<file path="config.mk">
export PLATFORM = sky130hd
export DESIGN_NAME = x86_sixteen_bit_arith_unit
export DESIGN_NICKNAME = d
export VERILOG_FILES = /design/src/design/x86au_pkg.sv /design/src/design/x86au_dpath.sv /design/src/design/x86au_ctrl.sv /design/src/design/x86_sixteen_bit_arith_unit.sv
export SDC_FILE = /design/constraint.sdc
export NUM_CORES = 1
export LEC_CHECK = 0
export BUFFER_PORTS_ARGS = -buffer_cell sky130_fd_sc_hd__buf_2
export CAP_MARGIN = 20
export CELL_PAD_IN_SITES_DETAIL_PLACEMENT = 0
export CELL_PAD_IN_SITES_GLOBAL_PLACEMENT = 2
export CORE_MARGIN = 2
export CORE_UTILIZATION = 40
export CTS_CLUSTER_DIAMETER = 40
export DETAILED_ROUTE_END_ITERATION = 8
export PLACE_DENSITY = 0.85
export SYNTH_ARGS = -nofsm -noshare
export SYNTH_HDL_FRONTEND = slang
export SYNTH_SLANG_ARGS = --single-unit
</file>
<file path="constraint.sdc">
create_clock -name clk -period 10 [get_ports clk]
set_input_delay 1 -clock clk [delete_from_list [all_inputs] [get_ports clk]]
set_output_delay 1 -clock clk [all_outputs]
set_load 0.01 [all_outputs]
</file>
<file path="src/design/x86au_pkg.sv">
// x86au_pkg: operation codes and controller/datapath interface types
// for the 16-bit arithmetic unit. No dependencies.
`timescale 1ns / 1ps

package x86au_pkg;

	localparam logic [2:0] OP_ADD = 3'd0;
	localparam logic [2:0] OP_ADC = 3'd1;
	localparam logic [2:0] OP_SUB = 3'd2;
	localparam logic [2:0] OP_SBB = 3'd3;
	localparam logic [2:0] OP_MUL = 3'd4;
	localparam logic [2:0] OP_DIV = 3'd5;

	localparam int DIV_STEPS = 8;

	typedef struct packed {
		logic load_in;
		logic div_step;
		logic load_out;
	} x86au_cmd_t;

	typedef struct packed {
		logic in_is_div;
	} x86au_stat_t;

endpackage

</file>
<file path="src/design/x86au_dpath.sv">
// x86au_dpath: operand registers, add/subtract/multiply logic, byte divider
// and result registers. Depends on x86au_pkg.
`timescale 1ns / 1ps

module x86au_dpath
	import x86au_pkg::*;
(
	input  logic        clk,
	input  logic        arst_n,
	input  x86au_cmd_t  cmd,
	output x86au_stat_t stat,
	input  logic [2:0]  operation,
	input  logic        word_size,
	input  logic [15:0] operand_a,
	input  logic [15:0] operand_b,
	output logic [15:0] result_low,
	output logic [15:0] result_high,
	output logic        zero_flag,
	output logic        carry_flag,
	output logic        overflow_flag,
	output logic        divide_error
);

	logic [2:0]  op_q;
	logic        word_q;
	logic [15:0] a_q;
	logic [15:0] b_q;
	logic [7:0]  rem_q;
	logic [7:0]  quo_q;
	logic        derr_q;
	logic        carry_q;

	logic [15:0] res_low_q;
	logic [15:0] res_high_q;
	logic        zf_q;
	logic        cf_q;
	logic        of_q;
	logic        de_q;

	logic        in_derr;
	logic [8:0]  trial;
	logic [8:0]  trial_sub;
	logic [15:0] am;
	logic [15:0] bm;
	logic        cin;
	logic        is_sub;
	logic        is_arith;
	logic [16:0] r17;
	logic [15:0] res;
	logic        cy;
	logic        sgn_a;
	logic        sgn_b;
	logic        sgn_r;
	logic        ov;
	logic [31:0] prod;

	logic [15:0] nxt_low;
	logic [15:0] nxt_high;
	logic        nxt_zf;
	logic        nxt_cf;
	logic        nxt_of;
	logic        nxt_de;

	assign stat.in_is_div = (operation == OP_DIV);

	assign in_derr = (operand_b[7:0] == 8'd0) || (operand_a[15:8] >= operand_b[7:0]);

	assign trial     = {rem_q, quo_q[7]};
	assign trial_sub = trial - {1'b0, b_q[7:0]};

	always_ff @(posedge clk) begin
		if (cmd.load_in) begin
			op_q   <= operation;
			word_q <= word_size;
			a_q    <= operand_a;
			b_q    <= operand_b;
			derr_q <= in_derr;
			rem_q  <= operand_a[15:8];
			quo_q  <= operand_a[7:0];
		end else if (cmd.div_step) begin
			if (trial >= {1'b0, b_q[7:0]}) begin
				rem_q <= trial_sub[7:0];
				quo_q <= {quo_q[6:0], 1'b1};
			end else begin
				rem_q <= trial[7:0];
				quo_q <= {quo_q[6:0], 1'b0};
			end
		end
	end

	assign am       = word_q ? a_q : {8'd0, a_q[7:0]};
	assign bm       = word_q ? b_q : {8'd0, b_q[7:0]};
	assign is_sub   = (op_q == OP_SUB) || (op_q == OP_SBB);
	assign is_arith = (op_q == OP_ADD) || (op_q == OP_ADC) || is_sub;
	assign cin      = ((op_q == OP_ADC) || (op_q == OP_SBB)) ? carry_q : 1'b0;
	assign r17      = is_sub ? ({1'b0, am} - {1'b0, bm} - {16'd0, cin})
	                         : ({1'b0, am} + {1'b0, bm} + {16'd0, cin});
	assign res      = word_q ? r17[15:0] : {8'd0, r17[7:0]};
	assign cy       = word_q ? r17[16] : r17[8];
	assign sgn_a    = word_q ? am[15] : am[7];
	assign sgn_b    = word_q ? bm[15] : bm[7];
	assign sgn_r    = word_q ? res[15] : res[7];
	assign ov       = is_sub ? ((sgn_a ^ sgn_b) & (sgn_a ^ sgn_r))
	                         : (~(sgn_a ^ sgn_b) & (sgn_a ^ sgn_r));
	assign prod     = am * bm;

	always_comb begin
		nxt_low  = 16'd0;
		nxt_high = 16'd0;
		nxt_zf   = 1'b0;
		nxt_cf   = 1'b0;
		nxt_of   = 1'b0;
		nxt_de   = 1'b0;
		unique case (op_q)
			OP_ADD, OP_ADC, OP_SUB, OP_SBB: begin
				nxt_low = res;
				nxt_zf  = (res == 16'd0);
				nxt_cf  = cy;
				nxt_of  = ov;
			end
			OP_MUL: begin
				nxt_low  = prod[15:0];
				nxt_high = prod[31:16];
			end
			OP_DIV: begin
				if (derr_q) begin
					nxt_de = 1'b1;
				end else begin
					nxt_low = {rem_q, quo_q};
				end
			end
			default: begin
				nxt_low = 16'd0;
			end
		endcase
	end

	always_ff @(posedge clk or negedge arst_n) begin
		if (!arst_n) begin
			carry_q <= 1'b0;
		end else if (cmd.load_out && is_arith) begin
			carry_q <= cy;
		end
	end

	always_ff @(posedge clk) begin
		if (cmd.load_out) begin
			res_low_q  <= nxt_low;
			res_high_q <= nxt_high;
			zf_q       <= nxt_zf;
			cf_q       <= nxt_cf;
			of_q       <= nxt_of;
			de_q       <= nxt_de;
		end
	end

	assign result_low    = res_low_q;
	assign result_high   = res_high_q;
	assign zero_flag     = zf_q;
	assign carry_flag    = cf_q;
	assign overflow_flag = of_q;
	assign divide_error  = de_q;

endmodule

</file>
<file path="src/design/x86au_ctrl.sv">
// x86au_ctrl: sequencer for operand capture, divide steps and result
// transfer. Depends on x86au_pkg.
`timescale 1ns / 1ps

module x86au_ctrl
	import x86au_pkg::*;
(
	input  logic        clk,
	input  logic        arst_n,
	input  logic        in_valid,
	output logic        in_ready,
	output logic        out_valid,
	input  logic        out_ready,
	input  x86au_stat_t stat,
	output x86au_cmd_t  cmd
);

	localparam logic [1:0] ST_IDLE = 2'd0;
	localparam logic [1:0] ST_DIV  = 2'd1;
	localparam logic [1:0] ST_HOLD = 2'd2;

	localparam int CW = $clog2(DIV_STEPS);
	localparam logic [CW-1:0] CNT_LAST = CW'(DIV_STEPS - 1);

	logic [1:0]    state_q;
	logic [1:0]    state_d;
	logic [CW-1:0] cnt_q;
	logic          out_valid_q;
	logic          slot_free;
	logic          accept;
	logic          finish;
	logic [1:0]    start_st;

	assign slot_free = !out_valid_q || out_ready;
	assign finish    = (state_q == ST_HOLD) && slot_free;
	assign in_ready  = (state_q == ST_IDLE) || finish;
	assign accept    = in_valid && in_ready;
	assign start_st  = stat.in_is_div ? ST_DIV : ST_HOLD;

	assign cmd.load_in  = accept;
	assign cmd.div_step = (state_q == ST_DIV);
	assign cmd.load_out = finish;

	always_comb begin
		state_d = state_q;
		unique case (state_q)
			ST_IDLE: begin
				if (accept) state_d = start_st;
			end
			ST_DIV: begin
				if (cnt_q == CNT_LAST) state_d = ST_HOLD;
			end
			ST_HOLD: begin
				if (finish) state_d = accept ? start_st : ST_IDLE;
			end
			default: begin
				state_d = ST_IDLE;
			end
		endcase
	end

	always_ff @(posedge clk or negedge arst_n) begin
		if (!arst_n) begin
			state_q     <= ST_IDLE;
			cnt_q       <= '0;
			out_valid_q <= 1'b0;
		end else begin
			state_q <= state_d;
			if (accept) begin
				cnt_q <= '0;
			end else if (state_q == ST_DIV) begin
				cnt_q <= cnt_q + 1'b1;
			end
			if (finish) begin
				out_valid_q <= 1'b1;
			end else if (out_ready) begin
				out_valid_q <= 1'b0;
			end
		end
	end

	assign out_valid = out_valid_q;

	a_no_accept_in_div: assert property (@(posedge clk) disable iff (!arst_n)
		(state_q == ST_DIV) |-> !in_ready)
		else $error("input taken during divide");

	a_div_ends: assert property (@(posedge clk) disable iff (!arst_n)
		(state_q == ST_DIV && cnt_q == CNT_LAST) |=> (state_q == ST_HOLD))
		else $error("divide did not finish after last step");

	a_load_shows: assert property (@(posedge clk) disable iff (!arst_n)
		cmd.load_out |=> out_valid_q)
		else $error("result loaded but not presented");

	a_hold_waits: assert property (@(posedge clk) disable iff (!arst_n)
		(state_q == ST_HOLD && !slot_free) |=> (state_q == ST_HOLD))
		else $error("pending result dropped");

endmodule

</file>
<file path="src/design/x86_sixteen_bit_arith_unit.sv">
// Channel | Handshake           | Payload
// input   | in_valid / in_ready | operation, word_size, operand_a, operand_b
// output  | out_valid/out_ready | result_low, result_high, flags, divide_error
//
// Add, subtract and multiply load the result register from the hold state.
// Divide runs 8 restoring steps, one quotient bit each, then the result load.
// A held result does not block the next input transfer; a new result waits
// while the output register is full and out_ready is low.
// arst_n clears the sequencer, output valid and the stored carry.
// Depends on x86au_pkg, x86au_ctrl, x86au_dpath.
`timescale 1ns / 1ps

module x86_sixteen_bit_arith_unit
	import x86au_pkg::*;
(
	input  logic        clk,
	input  logic        arst_n,
	input  logic        in_valid,
	output logic        in_ready,
	input  logic [2:0]  operation,
	input  logic        word_size,
	input  logic [15:0] operand_a,
	input  logic [15:0] operand_b,
	output logic        out_valid,
	input  logic        out_ready,
	output logic [15:0] result_low,
	output logic [15:0] result_high,
	output logic        zero_flag,
	output logic        carry_flag,
	output logic        overflow_flag,
	output logic        divide_error
);

	x86au_cmd_t  cmd;
	x86au_stat_t stat;

	x86au_ctrl u_ctrl (
		.clk       (clk),
		.arst_n    (arst_n),
		.in_valid  (in_valid),
		.in_ready  (in_ready),
		.out_valid (out_valid),
		.out_ready (out_ready),
		.stat      (stat),
		.cmd       (cmd)
	);

	x86au_dpath u_dpath (
		.clk           (clk),
		.arst_n        (arst_n),
		.cmd           (cmd),
		.stat          (stat),
		.operation     (operation),
		.word_size     (word_size),
		.operand_a     (operand_a),
		.operand_b     (operand_b),
		.result_low    (result_low),
		.result_high   (result_high),
		.zero_flag     (zero_flag),
		.carry_flag    (carry_flag),
		.overflow_flag (overflow_flag),
		.divide_error  (divide_error)
	);

endmodule
</file>
==> metrics, run 1 <==
outcome finished, final reports clean; vias in the first global route 11,300; HPWL after detailed placement 33,300 um; cell area after synthesis 14,500 um^2; io pins 78; #FFs+latches synth 96; antenna cell count 0; Main synth FF type edfxtp_1; worst min path class input port to async pin; Least-Margin Pin Slew 1.01 ns; Syn Nets 1,978; post-synthesis async set-or-reset flop share 0.0729; Peak VDD IR 0.199 mV; P_leak 7.76 nW; gr usage total 0.224; die outline area 37,700 um^2; largest net degree at the start of global routing 53; Synth cell types 68; fin crit share 0.771; first-pass GRT wire length 65,200 um; CTS H-tree lvls 3; CTS-repair resized insts 0; Area Overhead vs Synth 7.94%; final hold vios 0; row count 69; Slew HR 0.323; EDFF count, synth 89; clk_lat worst skew 0.37 ns; initial antenna violation count 0; vias 11,300; CTS sink cnt 96; Max Slew Vio Count 0; max-cap violation count 0; top cells by area, synth fa_1, edfxtp_1, ha_1; 1st-pass router iterations 5; Ys Warns 0; CP Capture Type flip-flop; IO Port Bufs 77; Worst Path Required 10.19 ns; minimum clock period after layout 7.71 ns; RSZ-0062 raised after global routing false; Seq/Total Area, Yosys 0.197; DR iter-0 viols 784; Layout Nets 2,018; CTS Root Buffer Type clkbuf_16; Die Height 194 um; Remaining Overflow, GRT 0; CTS tree yes; Worst EP arrival 7.90 ns; final WL 41,300 um; CP Class flip-flop to flip-flop; Core ar. 35,600 um^2; Die Wd 194 um; CTS buffer count 9; crit-path max FO 36; syn avg cell area 9.22 um^2; synthesized netlist cell count 1,571; post-CTS setup buffer count 0; Via density 5.42; share of the synthesized area in the top cell type 0.275; Routed Antenna Nets 0; layout cells sized above 1 0.0712; # setup viols final 0; initial core utilization 0.407; Final Wtd Congestion 0.916; WL/cell 19.9 um; final hold slack 0.449 ns; CTS max path bufs 2; Max Freq 130 MHz; clock transition at the registers of the reported paths 0.07 ns; number of remaining DRC errors 0; Setup Skew 0.00962 ns; setup_tns 0 ns; Startpoint Class flip-flop; hold buffer count at CTS 0; Yosys top cell by area fa_1; Power Dens Cells 281 nW/um^2
synth_stat cells, drive strengths merged, types with 5 or more instances:
cell,instances
a211oi,7
a21o,24
a21oi,52
a221o,6
a22oi,5
a31oi,7
a32oi,5
and2,26
and3,63
clkbuf,56
dfrtp,7
edfxtp,89
fa,199
ha,168
inv,302
mux2i,15
nand2,184
nand2b,14
nand3,10
nand4,6
nor2,116
nor2b,12
nor3,18
nor4,7
o21a,8
o21ai,36
o21bai,7
or3,10
xnor2,26
xor2,19
registers in the layout, summed over array words and instances (netlist names):
register	cells
u_ctrl.cnt_q	3
u_ctrl.out_valid	1
u_ctrl.state_q	2
u_dpath.a_q	16
u_dpath.b_q	16
u_dpath.carry_flag	1
u_dpath.carry_q	1
u_dpath.derr_q	1
u_dpath.divide_error	1
u_dpath.op_q	3
u_dpath.overflow_flag	1
u_dpath.quo_q	8
u_dpath.rem_q	8
u_dpath.result_high	16
u_dpath.result_low	16
u_dpath.word_q	1
u_dpath.zero_flag	1
layout by cell type (no fill, tap or decap), types with 5 or more instances in the layout:
| master | n |
|---|---|
| inv_1 | 300 |
| fa_1 | 199 |
| nand2_1 | 184 |
| ha_1 | 168 |
| nor2_1 | 115 |
| edfxtp_1 | 89 |
| buf_2 | 77 |
| and3_1 | 63 |
| a21oi_1 | 51 |
| and2_1 | 26 |
| xnor2_1 | 26 |
| o21ai_0 | 25 |
| a21o_1 | 24 |
| xor2_1 | 19 |
| nor3_1 | 18 |
| mux2i_1 | 15 |
| nand2b_1 | 14 |
| nor2b_1 | 12 |
| o21ai_1 | 11 |
| nand3_1 | 10 |
| or3_1 | 10 |
| clkbuf_16 | 9 |
| o21a_1 | 8 |
| a211oi_1 | 7 |
| a31oi_1 | 7 |
| o21bai_1 | 7 |
| nor4_1 | 7 |
| buf_4 | 7 |
| dfrtp_1 | 7 |
| a221o_1 | 6 |
| nand4_1 | 6 |
| a32oi_1 | 5 |
| a22oi_1 | 5 |
stage by stage:
step,cells,setup slack [ns],utilization,power [mW],instance area (um^2)
final,2077,2.29,0.439,4.39,15600
after global routing,2077,1.86,0.439,4.86,15600
after CTS,2075,2.36,0.438,4.40,15600
after detailed placement,2059,2.37,0.430,4.03,15300
after global placement,2059,2.53,0.430,4.00,15300
after floorplan,1571,3.44,-,3.03,14500
kinds of logic after synthesis:
group,count (synthesis),synth area share
XOR/XNOR,45,0.0272
AND/OR/NAND/NOR,481,0.155
flip-flops,96,0.197
buffers and inverters,361,0.0936
AO/OA/AOI/OAI,204,0.0953
multiplexers,17,0.0119
adder cells (fa/ha/maj),367,0.420
where the power goes:
group | leakage (nW) | internal [mW] | total (mW) | switching, mW
Combinational | 6.66 | 1.34 | 3.41 | 2.08
Clock | 0.146 | 0.174 | 0.345 | 0.170
Sequential | 0.953 | 0.545 | 0.627 | 0.0822
Total | 7.76 | 2.06 | 4.39 | 2.33
layout make-up:
type                       count  area, um^2
clock inverter                 7        62.6
inverter                     304        1140
sequential                    96        2850
clock buffer                   9         225
tap                          461         577
multi-input combinational   1114       10300
fill                        3561       19900
timing repair buffer          86         485
per-layer routing:
layer,vias to the layer above,global-route usage,wire length [um]
li1,5185,-,-
met4,0,0.0533,760
met2,361,0.362,19400
met3,38,0.0209,2190
met1,5676,0.326,19000
met5,-,0,0
critical path, cell delays in order, from the launching register on:
cell and delay, ns:
edfxtp_1 1.02, and2_1 0.54, nand2_1 0.15, fa_1 0.52, fa_1 0.58, fa_1 0.45, fa_1 0.54, inv_1 0.05
fa_1 0.47, inv_1 0.05, fa_1 0.47, inv_1 0.04, ha_1 0.31, and3_1 0.23, a311oi_1 0.28, o21bai_1 0.26
a221o_1 0.48, a31oi_1 0.55, nor3_1 0.16, o21a_1 0.20, nor3_1 0.16
final timing paths:
kind                                 start                 endpoint  slack (ns)  cells after the start
setup / recovery            u_dpath.word_q  u_dpath.result_high[12]        2.29                     20
hold / removal                      arst_n        u_ctrl.state_q[1]        0.45                      1
setup reg to reg            u_dpath.word_q  u_dpath.result_high[12]        2.29                     20
hold reg to reg            u_ctrl.cnt_q[1]          u_ctrl.cnt_q[1]        0.54                      2
max in group asynchronous           arst_n         u_ctrl.out_valid        9.39                      1
min in group clk           u_ctrl.cnt_q[1]          u_ctrl.cnt_q[1]        0.54                      2
Power figures use the tool's default switching activity.
==> run 2, diff against run 1 <==
==> constraint.sdc (replaced) <==
create_clock -name clk -period 8 [get_ports clk]
set_input_delay 0.8 -clock clk [delete_from_list [all_inputs] [get_ports clk]]
set_output_delay 0.8 -clock clk [all_outputs]
set_load 0.01 [all_outputs]
==> run 2 against run 1 <==
Against the previous run: sequential share of layout area fell by 0.15 points; critical path depth up 3; flip-flop and latch count stayed put.
==> metrics, run 2 (synthesis results as in run 1) <==
Finished Layout Cells 2,095 (+0.87%); final hold vios 0 (unchanged); largest net degree at the start of global routing 53 (unchanged); max-cap violation count 0 (unchanged); CTS Root Buffer Type clkbuf_16; dpl cells 2,076 (+0.83%); io pins 78 (unchanged); Startpoint Class flip-flop; 1st-pass router iterations 6 (+1); row count 69 (unchanged); crit-path max FO 24 (-33%); first-pass GRT wire length 64,200 um (-1.6%); Slew HR 0.249 (-0.0748); vias in the first global route 11,100 (-1.7%); gr usage total 0.221 (-0.00303); Worst EP arrival 7.51 ns (-0.39 ns); CTS-repair resized insts 0 (unchanged); CTS tree yes; Power Dens Cells 349 nW/um^2 (+24%); Routed Antenna Nets 0 (unchanged); Max Freq 134 MHz (+3.6%); CP Capture Type flip-flop; Tot Pwr 5.50 mW (+25%); Remaining Overflow, GRT 0 (unchanged); HPWL after detailed placement 33,700 um (+0.98%); most common cell after layout, fill and taps aside inv_1; Place WS 0.657 ns (-1.71 ns); Setup Skew 0.00887 ns (-0.000754 ns); initial core utilization 0.407 (unchanged); Final Wtd Congestion 0.917 (+0.17%); initial antenna violation count 1 (+1); FF-to-FF path depth 23 (+15%); most frequent cells in the layout inv_1, fa_1, nand2_1, ha_1, nor2_1; placed instance area 15,400 um^2 (+0.83%); WL/cell 19.7 um (-1.3%); setup ws final 0.563 ns (-1.73 ns); IO Port Bufs 77 (unchanged); fin crit share 0.930 (+0.159); clk_lat worst skew 0.37 ns (about the same); CTS buffer count 9 (unchanged); CTS sink cnt 96 (unchanged); number of remaining DRC errors 0 (unchanged); CP Class flip-flop to flip-flop; Crit path largest cell delay 0.74 ns (-0.28 ns); Die Height 194 um (unchanged); DR iter-0 viols 926 (+18%); post-route cell area 15,800 um^2 (+0.86%); Peak VDD IR 0.229 mV (+15%); Max Slew Vio Count 0 (unchanged); hold buffer count at CTS 0 (unchanged); minimum clock period after layout 7.44 ns (-0.268 ns); setup_tns 0 ns (unchanged); final hold slack 0.255 ns (-0.194 ns); worst min path class input port to async pin; P_leak 7.84 nW (+1.1%); fillers 3,517 (-1.2%); CTS max path bufs 2 (unchanged); die outline area 37,700 um^2 (unchanged); final WL 41,200 um (-0.39%); clock transition at the registers of the reported paths 0.07 ns (about the same); Least-Margin Pin Slew 1.13 ns (+0.112 ns); register-to-register path setup slack 0.56 ns (-1.73 ns); Worst path slowest cell edfxtp_1; Worst Path Required 8.07 ns (-2.12 ns); fin util 0.443 (+0.00376); layout cells sized above 1 0.0808 (+0.00967); most numerous cell on the critical path fa_1; reg-to-reg critical path endpoint u_dpath.result_high[12]; outcome finished, final reports clean; Core ar. 35,600 um^2 (unchanged); post-CTS setup buffer count 0 (unchanged); Layout Nets 2,035 (+0.84%); RSZ-0062 raised after global routing false; # setup viols final 0 (unchanged); CTS H-tree lvls 3 (unchanged); Die Wd 194 um (unchanged); Area Overhead vs Synth 8.87%; Via density 5.40 (-0.40%); vias 11,300 (+0.46%); FF-to-FF Start u_dpath.word_q; CP cell instances buf_4, and2_1, ha_1, inv_1, fa_1, fa_1, inv_1, fa_1, fa_1, fa_1, inv_1, fa_1, inv_1, ha_1, a21o_1, a21o_1, a21oi_1, inv_1, or3_1, a31oi_1, nor3_1, nor3_1, nor3_1
==> run 2: changes by cell type in the layout (fill, tap and decap cells not counted) <==
| cell | before | now |
|---|---|---|
| buf_12 | 1 | 2 |
| buf_16 | 1 | 0 |
| buf_4 | 7 | 24 |
| clkbuf_8 | 0 | 1 |
| clkinv_2 | 1 | 0 |
| clkinv_4 | 0 | 1 |
| diode_2 | 0 | 1 |
| inv_4 | 2 | 1 |
==> run 2: worst max path at each step <==
| stage | slack (ns) | depth (start not counted) | to | from |
|---|---|---|---|---|
| 6_report | 0.56 | 23 | u_dpath.result_high[12] | u_dpath.word_q |
| 2_1_floorplan | 1.44 | 23 | u_dpath.result_high[14] | u_dpath.word_q |
| 3_5_place_dp | 0.66 | 22 | u_dpath.result_high[11] | u_dpath.word_q |
| 5_1_grt | 0.19 | 23 | u_dpath.result_high[14] | u_dpath.word_q |
| 3_3_place_gp | 0.71 | 22 | u_dpath.result_high[11] | u_dpath.word_q |
| 4_1_cts | 0.63 | 22 | u_dpath.result_high[11] | u_dpath.word_q |
==> run 2: metal layers <==
layer / part of all wire / wire [um] / track usage
met3: 0.051 / 2110 / 0.0228
met4: 0.017 / 702 / 0.0466
met5: 0 / 0 / 0
met2: 0.47 / 19400 / 0.359
met1: 0.46 / 19000 / 0.321
==> run 2: worst max-delay path, delay by kind of cell (launching register included) <==
| kind | cells | cell delay (ns) |
|---|---|---|
| AOI/OAI and AO/OA | 4 | 0.98 |
| buffers and inverters | 6 | 0.62 |
| adders and majority gates | 8 | 3.51 |
| DFF | 1 | 0.74 |
| and+or+nand+nor | 5 | 1.28 |
==> run 2: layout make-up <==
| class | count | area [um^2] | share of cell area |
|---|---|---|---|
| antenna | 1 | 2.50 | 0.000159 |
| clock buffer | 10 | 239 | 0.0152 |
| clock inverter | 6 | 60.1 | 0.00381 |
| inverter | 304 | 1140 | 0.0724 |
| multi-input combinational | 1114 | 10300 | 0.653 |
| sequential | 96 | 2850 | 0.181 |
| tap | 461 | 577 | 0.0366 |
| timing repair buffer | 103 | 606 | 0.0384 |
==> run 2: power breakdown <==
group          internal, mW  total [mW]  switching, mW
combinational          1.69        4.28           2.59
clock                 0.227       0.445          0.218
sequential            0.682       0.771         0.0894
total                  2.60        5.50           2.90
